[src/hdl/esc485_pkg.sv]
`default_nettype none
// ----------------------------------------------------------------------------
// esc485_pkg
// Shared constants and types for the escaped serial to RS-485 bridge.
// ----------------------------------------------------------------------------
package esc485_pkg;

  // Default frame length limit
  localparam int MAX_FRAME_BYTES_DEF = 10;

  // Escape scheme bytes
  localparam logic [7:0] ESC_BYTE   = 8'hAA;
  localparam logic [7:0] START_BYTE = 8'h01;

  // Frame opcodes
  localparam logic [7:0] OP_RESET = 8'h01;
  localparam logic [7:0] OP_COLOR = 8'h02;
  localparam logic [7:0] OP_FADE  = 8'h03;

  // Bus word constants
  localparam logic [8:0] ADDR_FLAG  = 9'h100;
  localparam logic [8:0] COLOR_WORD = 9'h002;

  // Frame bytes kept, and the frame positions that trigger actions
  localparam int KEPT_BYTES  = 5;
  localparam int KEEP_IDX_W  = 3;
  localparam int RESET_COUNT = 1;
  localparam int COLOR_COUNT = 5;
  localparam int FADE_COUNT  = 6;

  // Word position inside a set-colour run
  typedef enum logic [2:0] {
    W_ADDR,
    W_OPCODE,
    W_RED,
    W_GREEN,
    W_BLUE
  } word_sel_t;

  // One run of results produced by a single byte
  typedef struct packed {
    logic       reset_req;
    logic [7:0] addr;
    logic [7:0] red;
    logic [7:0] green;
    logic [7:0] blue;
  } run_t;

endpackage
`default_nettype wire

[src/hdl/esc485_if.sv]
`default_nettype none
// ----------------------------------------------------------------------------
// esc485 channel interfaces
// Valid/ready channels for received bytes and for bus words.
// ----------------------------------------------------------------------------
interface esc485_byte_if;
  logic       valid;
  logic       ready;
  logic [7:0] rx_byte;

  modport source (output valid, output rx_byte, input ready);
  modport sink   (input valid, input rx_byte, output ready);
endinterface

interface esc485_word_if;
  logic       valid;
  logic       ready;
  logic [8:0] bus_word;
  logic       reset_request;
  logic       send_ack;
  logic       last;

  modport source (output valid, output bus_word, output reset_request,
                  output send_ack, output last, input ready);
  modport sink   (input valid, input bus_word, input reset_request,
                  input send_ack, input last, output ready);
endinterface
`default_nettype wire

[src/hdl/esc485_parser.sv]
`default_nettype none
// ----------------------------------------------------------------------------
// esc485_parser
// Undoes the byte escaping, tracks the frame and decodes opcodes. One byte
// is handled per accepted beat; a byte completing a set-colour or soft-reset command yields a run.
// ----------------------------------------------------------------------------
module esc485_parser #(
  parameter int MAX_FRAME_BYTES = esc485_pkg::MAX_FRAME_BYTES_DEF
) (
  input  wire logic             clk,
  input  wire logic             rst_n,
  input  wire logic             byte_fire,
  input  wire logic [7:0]       rx_byte,
  output logic                  run_valid,
  output esc485_pkg::run_t      run
);
  import esc485_pkg::*;

  localparam int CNT_W  = $clog2(MAX_FRAME_BYTES);
  localparam int CNT1_W = CNT_W + 1;

  logic              esc_r, esc_nxt;
  logic              active_r, active_nxt;
  logic [CNT_W-1:0]  count_r, count_nxt;
  logic [7:0]        fb_r [KEPT_BYTES];

  logic              pass;
  logic              fb_we;
  logic [CNT1_W-1:0] count1;
  logic [7:0]        op;

  // Escape removal, frame tracking and opcode decode
  always_comb begin
    esc_nxt    = esc_r;
    active_nxt = active_r;
    count_nxt  = count_r;
    pass       = 1'b0;
    fb_we      = 1'b0;
    run_valid  = 1'b0;
    count1     = CNT1_W'(count_r) + CNT1_W'(1);
    // first byte of the frame is the one arriving now
    op         = (count_r == '0) ? rx_byte : fb_r[0];

    run.reset_req = 1'b0;
    run.addr      = fb_r[1];
    run.red       = fb_r[2];
    run.green     = fb_r[3];
    run.blue      = rx_byte;

    if (rx_byte == ESC_BYTE) begin
      esc_nxt = !esc_r;
      pass    = esc_r;
    end else if (esc_r) begin
      esc_nxt = 1'b0;
      if (rx_byte == START_BYTE) begin
        active_nxt = 1'b1;
        count_nxt  = '0;
      end else begin
        pass = 1'b1;
      end
    end else begin
      pass = 1'b1;
    end

    if (pass && active_r) begin
      fb_we = (count_r < CNT_W'(KEPT_BYTES));
      if (count1 >= CNT1_W'(MAX_FRAME_BYTES)) begin
        active_nxt = 1'b0;
        count_nxt  = '0;
      end else begin
        count_nxt = count1[CNT_W-1:0];
      end

      if (op == OP_RESET && count1 == CNT1_W'(RESET_COUNT)) begin
        // soft reset: back to the idle state
        run_valid     = 1'b1;
        run.reset_req = 1'b1;
        esc_nxt       = 1'b0;
        active_nxt    = 1'b0;
        count_nxt     = '0;
      end else if (op == OP_COLOR && count1 == CNT1_W'(COLOR_COUNT)) begin
        run_valid  = 1'b1;
        active_nxt = 1'b0;
        count_nxt  = '0;
      end else if (op == OP_FADE && count1 == CNT1_W'(FADE_COUNT)) begin
        active_nxt = 1'b0;
        count_nxt  = '0;
      end
    end

    run_valid = run_valid && byte_fire;
  end

  // Frame state
  always_ff @(posedge clk) begin
    if (!rst_n) begin
      esc_r    <= 1'b0;
      active_r <= 1'b0;
      count_r  <= '0;
    end else if (byte_fire) begin
      esc_r    <= esc_nxt;
      active_r <= active_nxt;
      count_r  <= count_nxt;
    end
  end

  // Kept frame bytes, no reset: only read after being written
  always_ff @(posedge clk) begin
    if (byte_fire && fb_we) begin
      fb_r[count_r[KEEP_IDX_W-1:0]] <= rx_byte;
    end
  end

endmodule
`default_nettype wire

[src/hdl/escaped_serial_to_rs485_bridge.sv]
`default_nettype none
// ----------------------------------------------------------------------------
// escaped_serial_to_rs485_bridge
// Turns escaped serial bytes into 9-bit RS-485 bus words.
// ----------------------------------------------------------------------------
// Usage:
//   in_ch  : one received byte per beat (valid/ready).
//   out_ch : one bus word per beat, with reset_request, send_ack and last.
//   A byte is decoded in the cycle it is accepted; any run of results it
//   causes is registered into the run queue, from which its first word is
//   presented. A set-colour run is five beats, a soft-reset run one beat;
//   last marks the final beat of each run.
//   Throughput: one byte per cycle while in_ready is high. The run queue
//   holds the run being sent and one waiting run, so bytes keep flowing
//   while a run drains; in_ready only drops while a second run waits
//   behind the one being sent.
//   When the receiver stalls, the current word holds and in_ready falls
//   once a waiting run is queued.
//   Reset (rst_n low, synchronous) clears the escape and frame state and
//   empties the run queue. A soft-reset command does the same to the frame
//   state when its byte is accepted, and its result is queued.
// ----------------------------------------------------------------------------
module escaped_serial_to_rs485_bridge #(
  parameter int MAX_FRAME_BYTES = esc485_pkg::MAX_FRAME_BYTES_DEF
) (
  input  wire logic     clk,
  input  wire logic     rst_n,
  esc485_byte_if.sink   in_ch,
  esc485_word_if.source out_ch
);
  import esc485_pkg::*;

  logic      in_fire, out_fire, last_word, act_free;
  logic      new_v;
  run_t      new_run;

  run_t      act_r, act_nxt;
  logic      act_v_r, act_v_nxt;
  word_sel_t idx_r, idx_nxt;
  run_t      wait_r, wait_nxt;
  logic      wait_v_r, wait_v_nxt;

  assign in_ch.ready = !wait_v_r;
  assign in_fire     = in_ch.valid && in_ch.ready;
  assign out_fire    = out_ch.valid && out_ch.ready;

  esc485_parser #(
    .MAX_FRAME_BYTES (MAX_FRAME_BYTES)
  ) u_parser (
    .clk       (clk),
    .rst_n     (rst_n),
    .byte_fire (in_fire),
    .rx_byte   (in_ch.rx_byte),
    .run_valid (new_v),
    .run       (new_run)
  );

  // Word selection for the run being sent
  assign last_word = act_r.reset_req || (idx_r == W_BLUE);
  assign out_ch.valid = act_v_r;
  assign out_ch.last  = last_word;
  assign out_ch.reset_request = act_r.reset_req;
  assign out_ch.send_ack = !act_r.reset_req && (idx_r == W_BLUE);

  always_comb begin
    if (act_r.reset_req) begin
      out_ch.bus_word = '0;
    end else begin
      case (idx_r)
        W_ADDR:   out_ch.bus_word = ADDR_FLAG | {1'b0, act_r.addr};
        W_OPCODE: out_ch.bus_word = COLOR_WORD;
        W_RED:    out_ch.bus_word = {1'b0, act_r.red};
        W_GREEN:  out_ch.bus_word = {1'b0, act_r.green};
        default:  out_ch.bus_word = {1'b0, act_r.blue};
      endcase
    end
  end

  // Run queue: active run plus one waiting run
  assign act_free = !act_v_r || (out_fire && last_word);

  always_comb begin
    act_nxt    = act_r;
    act_v_nxt  = act_v_r;
    idx_nxt    = idx_r;
    wait_nxt   = wait_r;
    wait_v_nxt = wait_v_r;
    if (act_free) begin
      idx_nxt = W_ADDR;
      if (wait_v_r) begin
        act_nxt    = wait_r;
        act_v_nxt  = 1'b1;
        wait_nxt   = new_run;
        wait_v_nxt = new_v;
      end else begin
        act_nxt   = new_run;
        act_v_nxt = new_v;
      end
    end else begin
      if (out_fire) begin
        idx_nxt = word_sel_t'(idx_r + 3'd1);
      end
      if (new_v) begin
        wait_nxt   = new_run;
        wait_v_nxt = 1'b1;
      end
    end
  end

  always_ff @(posedge clk) begin
    if (!rst_n) begin
      act_v_r  <= 1'b0;
      wait_v_r <= 1'b0;
      idx_r    <= W_ADDR;
    end else begin
      act_v_r  <= act_v_nxt;
      wait_v_r <= wait_v_nxt;
      idx_r    <= idx_nxt;
    end
  end

  always_ff @(posedge clk) begin
    act_r  <= act_nxt;
    wait_r <= wait_nxt;
  end

`ifndef SYNTHESIS
  // A run never waits behind an empty active slot
  a_wait_implies_active: assert property (@(posedge clk) disable iff (!rst_n)
    wait_v_r |-> act_v_r)
    else $error("waiting run with no active run");

  // A beat that is not the last of its run is followed by another word
  a_run_continues: assert property (@(posedge clk) disable iff (!rst_n)
    (out_fire && !last_word) |=> out_ch.valid)
    else $error("run ended before its last beat");

  // A soft-reset result never carries a bus word or acknowledge
  a_reset_beat: assert property (@(posedge clk) disable iff (!rst_n)
    (out_ch.valid && out_ch.reset_request) |->
      (out_ch.bus_word == '0 && !out_ch.send_ack && out_ch.last))
    else $error("malformed soft-reset beat");

  // Word index advances only with a delivered beat of a colour run
  a_idx_step: assert property (@(posedge clk) disable iff (!rst_n)
    (act_v_r && !out_fire) |=> $stable(idx_r))
    else $error("word index moved without a beat");
`endif

endmodule
`default_nettype wire

[src/flat_wrapper.sv]
// flat-port wrapper written by rule: the top's interface ports become plain ports
module escaped_serial_to_rs485_bridge_flat import esc485_pkg::*;
#(
  parameter int MAX_FRAME_BYTES = esc485_pkg::MAX_FRAME_BYTES_DEF
)
  (clk, rst_n, in_ch_valid, in_ch_rx_byte, in_ch_ready, out_ch_valid, out_ch_bus_word, out_ch_reset_request, out_ch_send_ack, out_ch_last, out_ch_ready);
  esc485_byte_if in_ch_i ();
  esc485_word_if out_ch_i ();
  input  wire logic clk;
  input  wire logic rst_n;
  input wire logic [$bits(in_ch_i.valid)-1:0] in_ch_valid;
  input wire logic [$bits(in_ch_i.rx_byte)-1:0] in_ch_rx_byte;
  output wire logic [$bits(in_ch_i.ready)-1:0] in_ch_ready;
  output wire logic [$bits(out_ch_i.valid)-1:0] out_ch_valid;
  output wire logic [$bits(out_ch_i.bus_word)-1:0] out_ch_bus_word;
  output wire logic [$bits(out_ch_i.reset_request)-1:0] out_ch_reset_request;
  output wire logic [$bits(out_ch_i.send_ack)-1:0] out_ch_send_ack;
  output wire logic [$bits(out_ch_i.last)-1:0] out_ch_last;
  input wire logic [$bits(out_ch_i.ready)-1:0] out_ch_ready;
  assign in_ch_i.valid = in_ch_valid;
  assign in_ch_i.rx_byte = in_ch_rx_byte;
  assign in_ch_ready = in_ch_i.ready;
  assign out_ch_valid = out_ch_i.valid;
  assign out_ch_bus_word = out_ch_i.bus_word;
  assign out_ch_reset_request = out_ch_i.reset_request;
  assign out_ch_send_ack = out_ch_i.send_ack;
  assign out_ch_last = out_ch_i.last;
  assign out_ch_i.ready = out_ch_ready;
  escaped_serial_to_rs485_bridge #(.MAX_FRAME_BYTES(MAX_FRAME_BYTES)) u_core (.clk(clk), .rst_n(rst_n), .in_ch(in_ch_i), .out_ch(out_ch_i));
endmodule
[config.mk]
export PLATFORM = sky130hd
export DESIGN_NAME = escaped_serial_to_rs485_bridge_flat
export DESIGN_NICKNAME = d
export VERILOG_FILES = /design/src/hdl/esc485_pkg.sv /design/src/hdl/esc485_if.sv /design/src/hdl/esc485_parser.sv /design/src/hdl/escaped_serial_to_rs485_bridge.sv /design/src/flat_wrapper.sv
export SDC_FILE = /design/constraint.sdc
export NUM_CORES = 1
export LEC_CHECK = 0
export ABC_AREA = 1
export BUFFER_PORTS_ARGS = -buffer_cell sky130_fd_sc_hd__buf_2
export CORE_UTILIZATION = 27
export DETAILED_ROUTE_END_ITERATION = 10
export HOLD_SLACK_MARGIN = 0.02
export PLACE_DENSITY = 0.52
export RECOVER_POWER = 100
export REMOVE_ABC_BUFFERS = 1
export SYNTH_ARGS = -nofsm -noshare
export SYNTH_HDL_FRONTEND = slang
export SYNTH_SLANG_ARGS = --single-unit
[constraint.sdc]
create_clock -name clk -period 7.6 [get_ports clk]
set_clock_uncertainty 0.1 [all_clocks]
set_input_delay 1.52 -clock clk [delete_from_list [all_inputs] [get_ports clk]]
set_output_delay 1.52 -clock clk [all_outputs]
set_load 0.005 [all_outputs]
### Word-level counts from Yosys, hierarchy flattened

Memories as Yosys holds them, arrays and structs flattened.
Cells that the tools add are included.
Widths: inputs -> output; s select.

* add/sub/neg operators: 2
* magnitude comparators: 2
* eq/ne operators: 14
* mux-type cells: 41
* bitwise gates (word level): 1
* reduce and logical (&&, ||, !) cells: 24

Operator list (number)
* $mux 33: 4
* $pmux 9 s4: 1
* $mux 4: 8
* $mux 1: 26
* $eq 8x1->1 const B: 2
* $eq 8x2->1 const B: 2
* $eq 5x3->1 const B: 2
* $logic_and 1x1->1: 10
* $mux 9: 1
* $eq 8x8->1 const B: 1
* $mux 8: 1
* $eq 3x2->1 const B: 2
* $reduce_bool 2->1: 3
* $add 4x1->5 const B: 1
* $eq 5x1->1 const B: 1
* $ge 5x4->1 const B: 1
* $logic_not 1->1: 4
* $logic_not 4->1: 1
* $lt 4x3->1 const B: 1
* $reduce_and 4->1: 1
* $add 3x1->3 const B: 1
* $eq 3x1->1 const B: 1
* $eq 3x3->1 const B: 1
* $logic_not 3->1: 1
* 6 further kinds: 7

* register bits: 77
* memory bits (writable): 40
* input bits: 12
* output and inout bits: 14
* word-level logic and storage cells: 101
* memories: 1

Memories
* u_core.u_parser.fb_r: words 5, width 8, rd ports 4, clocked after Yosys merged registers in 0, wr ports 1, line esc485_parser.sv:25 `logic [7:0] fb_r [KEPT_BYTES];`

### Longest topological paths before layout

* depth in word-level cells: 10
* mapped depth: 13
* depth with buffers taken out: 13

### Hierarchy

Synthesis repeated with hierarchy kept, for this count alone.

* cell total of the unflattened synthesis: 479
* area, all modules: 4874.7 um^2

Modules (own cells, without submodules)
* escaped_serial_to_rs485_bridge: times used 1, cells each 302, area each 3085.5 um^2, seq. area each 2082.0 um^2
* esc485_parser: times used 1, cells each 177, area each 1789.2 um^2, seq. area each 1081.0 um^2

### Worst setup path before layout

No wires, ideal clock.

* path type: input to register
* start point: in out_ch_ready
* end point: reg u_core.wait_r[0] (netlist bit), enable pin
* setup time: 0.434 ns
* data arrival time: 4.190 ns
* required time: 7.066 ns
* path slack: 2.876 ns
* stages: 4
* path buffers: 0
* cells stage by stage: nand2_1 -> nand2_1 -> inv_1 -> a21oi_1

* cells in the longest elaborated chain, start to end: 5
* elaborated cells on any way between the ends: 6
* classes of those cells: 1 x eq/ne; 5 x reduce/logical

RTL lines
* start: declaration: line flat_wrapper.sv:19 `input wire logic [$bits(out_ch_i.ready)-1:0] out_ch_ready;`
* $logic_and 1x1->1 *: line escaped_serial_to_rs485_bridge.sv:45 `assign out_fire = out_ch.valid && out_ch.ready;`
* $logic_and 1x1->1 *: line escaped_serial_to_rs485_bridge.sv:80 `assign act_free = !act_v_r || (out_fire && last_word);`
* $logic_or 1x1->1 *: line escaped_serial_to_rs485_bridge.sv:80
* net u_core.act_free: line escaped_serial_to_rs485_bridge.sv:33 `logic in_fire, out_fire, last_word, act_free;`
* $ne 2x2->1 (no source line) / $reduce_bool 2->1 (equally long branches)
* $reduce_and 2->1 (no source line) *
* end signal: assignment: line escaped_serial_to_rs485_bridge.sv:124 `wait_r <= wait_nxt;`
* end: declaration: line escaped_serial_to_rs485_bridge.sv:40 `run_t wait_r, wait_nxt;`

The timed path passes the listed nets; every way through them passes the cells marked *.
A chain may end at the register's enable or synchronous reset.

### Final worst setup path

* start point: reg u_core.idx_r[0]
* end point: reg u_core.wait_r[16] (netlist bit), enable pin

* cells in the longest elaborated chain, start to end: 6
* elaborated cells on any way between the ends: 7
* classes of those cells: 2 x eq/ne; 5 x reduce/logical

RTL lines
* start: declaration: line escaped_serial_to_rs485_bridge.sv:39 `word_sel_t idx_r, idx_nxt;`
* start signal: assignment: line escaped_serial_to_rs485_bridge.sv:118 `idx_r <= idx_nxt;`
* $eq 3x3->1 *: line escaped_serial_to_rs485_bridge.sv:59 `assign last_word = act_r.reset_req || (idx_r == W_BLUE);`
* $logic_or 1x1->1 *: line escaped_serial_to_rs485_bridge.sv:59
* $logic_and 1x1->1 *: line escaped_serial_to_rs485_bridge.sv:80
* $logic_or 1x1->1 *: line escaped_serial_to_rs485_bridge.sv:80
* net u_core.act_free: line escaped_serial_to_rs485_bridge.sv:33
* $ne 2x2->1 (no source line) / $reduce_bool 2->1 (equally long branches)
* $reduce_and 2->1 (no source line) *

Marks and branches as above.

==> impl_results.md <==
* Resized Gates After CTS at 0
* Final routed DRC violation total at 0
* Number of antenna violations at the first check in global routing at 0
* Total congestion overflow after global routing at 0
* Max-slew violation count at 69
* Floorplan die area at 17600 um^2
* Setup TNS at 0 ns
* Fraction of final layout cells with drive strength greater than 1 at 7.66%
* Vias in the first global route at 2920
* Outcome: finished, violations left
* Number of detailed-route iterations in the first pass at 4
* Slew at the pin closest to its max-slew limit at 1.96 ns
* Height of the die at 133 um
* Count of buffers inserted at the top-level ports at 25
* Sequential cell area fraction in the yosys report at 68.7%
* Total I/O pin count at 26
* Final core utilization at 31.5%
* Slew headroom at -30.4%
* Placed Area at 4990 um^2
* Synth warn at 0
* Final Instance Area at 5250 um^2
* Fin crit share at 67.0%
* Number of filler instances in the final layout at 1688
* Post-synth cell types at 27
* Power density normalized to cell area at 215 nW/um^2
* Post-DP HPWL at 6.78 mm
* Violated checks: max-capacitance violations, max-slew violations
* Count of placed standard cells including taps at 661
* Antenna fix cells at 0
* Register Area at 3160 um^2
* Later-pin clock latency in the skew report at 0.34 ns
* Final count of negative-setup-slack endpoints at 0
* Max-cap check violation count at 2
* Cell type with the highest aggregate area in the netlist: sky130_fd_sc_hd__edfxtp_1
* Detail-routed net length per standard cell at 14.1 um
* Final std cells w/o fill at 677
* CP most frequent cell: sky130_fd_sc_hd__inv_1
* Number of synthesized register bits at 109
* Number of sinks on the clock net at 109
* Final weighted congestion in routability-driven placement at 0.867
* Share of the synthesized area in the top cell type at 63.9%
* Die X at 133 um
* Clk root buf: sky130_fd_sc_hd__clkbuf_16
* Iteration-0 DRC count of the detailed router at 220
* Top cells by area in the synthesized netlist: sky130_fd_sc_hd__edfxtp_1, sky130_fd_sc_hd__nand2_1, sky130_fd_sc_hd__dfxtp_1
* Gate count of the mapped netlist at 425
* Maximum single-stage delay on the critical path at 1.49 ns
* Effective utilization at floorplan at 27.7%
* Synth Flop Type: sky130_fd_sc_hd__edfxtp_1
* RSZ-0062 raised after global routing: no
* Most common library cells after synthesis: sky130_fd_sc_hd__nand2_1, sky130_fd_sc_hd__edfxtp_1, sky130_fd_sc_hd__inv_1, sky130_fd_sc_hd__nor2_1, sky130_fd_sc_hd__a21oi_1
* Pleak at 1.95 nW
* Via density at 4.34
* Largest net degree at the start of global routing at 42
* Type of the worst setup path: reg -> reg
* Most frequent cell after synthesis: sky130_fd_sc_hd__nand2_1
* Critical Path Sink Type: register
* Syn_area_per_cell at 10.8 um^2
* EDFF count, synth at 98
* Clock-pin slew on the worst setup and hold paths at 0.07 ns
* Number of placement rows at 47
* Kind of cell adding the most delay to the critical path: buffers and inverters
* Critical-path cell with the highest stage delay: sky130_fd_sc_hd__a21oi_2
* IR drop worst, VDD at 0.0804 mV
* Data required time of the worst path at 7.42 ns
* Worst setup SP type: register
* Proportion of register bits with asynchronous set or reset after synthesis at 0%
* Routed WL at 9.55 mm
* Crit path buf inv count at 4
* Min cycle time layout at 5.09 ns
* Setup bufs post-CTS at 0
* Cts-stage hold buffer count at 0
* CTS Buf Count at 9
* CTS tree: yes
* Combined area of the multi-input logic cells at 1260 um^2
* Global-route wire length before repair at 15.6 mm
* Final Total Pwr at 1.13 mW
* Final net count at 473
* Post-synthesis instance area at 4600 um^2
* Path type of the worst min-delay path: reg -> reg
* Vias at 2935
* Total global routing track utilization at 11.4%
* Remaining antenna violation count at 0
* Final-report hold violation count at 0
* Layout area overhead at 13.9%
* H-tree depth at 3
* Max Fclk at 196 MHz
* Buffers from clock root to sink, at most at 2
* Arrival time of data at the critical path endpoint at 4.92 ns
* Critical path peak fanout at 34
* Critical Path, Cell by Cell: inv_1, ha_1, inv_1, o21ai_0, nand2_1, nand2_1, clkbuf_1, inv_1, a21oi_2
* Area of the core at 16600 um^2
==> final timing paths <==
path,slack [ns],to,cells past startpoint,startpoint
max,2.51,u_core.wait_r[16],9,u_core.idx_r[0]
min reg2reg,0.34,u_core.wait_r[18],0,u_core.u_parser.fb_r[2][2]
max reg2reg,2.51,u_core.wait_r[16],9,u_core.idx_r[0]
min,0.34,u_core.wait_r[18],0,u_core.u_parser.fb_r[2][2]
==> metrics by stage <==
stage	worst slack [ns]	hold slack (ns)
CTS	3.45	0.348
global route	1.94	0.366
global placement	3.55	0.341
floorplan	2.88	0.327
detailed placement	3.41	0.338
finish	2.51	0.344
==> layer usage <==
layer | vias up | share of wire [%] | GRT usage (%)
met5 | - | 0 | 0
met1 | 1407 | 48 | 14.9
met3 | 10 | 2.1 | 2.15
met2 | 33 | 49 | 19.3
met4 | 0 | 1.0 | 3.26
li1 | 1485 | - | -
==> flip-flops by register name (all words and copies together) (netlist names) <==
register                     flops
u_core.wait_r                   33
u_core.act_r                    32
u_core.u_parser.fb_r            32
u_core.u_parser.count_r          4
u_core.idx_r                     3
u_core.out_ch.reset_request      1
u_core.out_ch.valid              1
u_core.u_parser.active_r         1
u_core.u_parser.esc_r            1
u_core.wait_v_r                  1
==> cell usage in the layout (no fill, tap or decap), types with 2 or more instances in the layout <==
master / instances
sky130_fd_sc_hd__a21oi_1: 19
sky130_fd_sc_hd__a31oi_1: 7
sky130_fd_sc_hd__buf_2: 4
sky130_fd_sc_hd__clkbuf_1: 22
sky130_fd_sc_hd__clkbuf_16: 9
sky130_fd_sc_hd__clkinv_2: 2
sky130_fd_sc_hd__clkinv_4: 2
sky130_fd_sc_hd__dfxtp_1: 11
sky130_fd_sc_hd__edfxtp_1: 98
sky130_fd_sc_hd__ha_1: 9
sky130_fd_sc_hd__inv_1: 34
sky130_fd_sc_hd__nand2_1: 142
sky130_fd_sc_hd__nand2_2: 4
sky130_fd_sc_hd__nand3_1: 17
sky130_fd_sc_hd__nand3_2: 2
sky130_fd_sc_hd__nand4_1: 2
sky130_fd_sc_hd__nor2_1: 33
sky130_fd_sc_hd__nor3_1: 7
sky130_fd_sc_hd__o211ai_1: 2
sky130_fd_sc_hd__o21ai_0: 16
==> logic make-up after synthesis <==
kind of cell               share of synthesized area [%]
AOI/OAI and AO/OA                                   5.38
xor gates and xnor gates                           0.190
adders and majority gates                           2.45
buffers and inverters                               3.91
DFF                                                 68.7
muxes                                              0.245
and+or+nand+nor                                     19.1
==> power by group <==
group          leakage, nW  switching [mW]  total (mW)  internal [mW]
Clock                0.146           0.208       0.465          0.257
Sequential            1.03        0.000650       0.650          0.649
Combinational        0.774          0.0114      0.0153        0.00394
Total                 1.95           0.220        1.13          0.909
==> worst reg2reg max path, delay by kind of cell, from the launching register on <==
family,cells,cell delay [ns]
and+or+nand+nor,2,0.15
adders and majority gates,1,0.43
DFF,1,0.35
AOI/OAI and AO/OA,2,1.79
buffers and inverters,4,1.85
==> layout make-up <==
type / instances / share of cell area [%]
clock buffers: 9 / 4.29
well taps: 220 / 5.25
inverters: 36 / 2.60
flip-flops and latches: 109 / 60.3
clock inverters: 7 / 1.41
repair buffers: 27 / 2.10
multi-input cells: 269 / 24.0
Note: power is estimated with default switching activity, not from simulation.
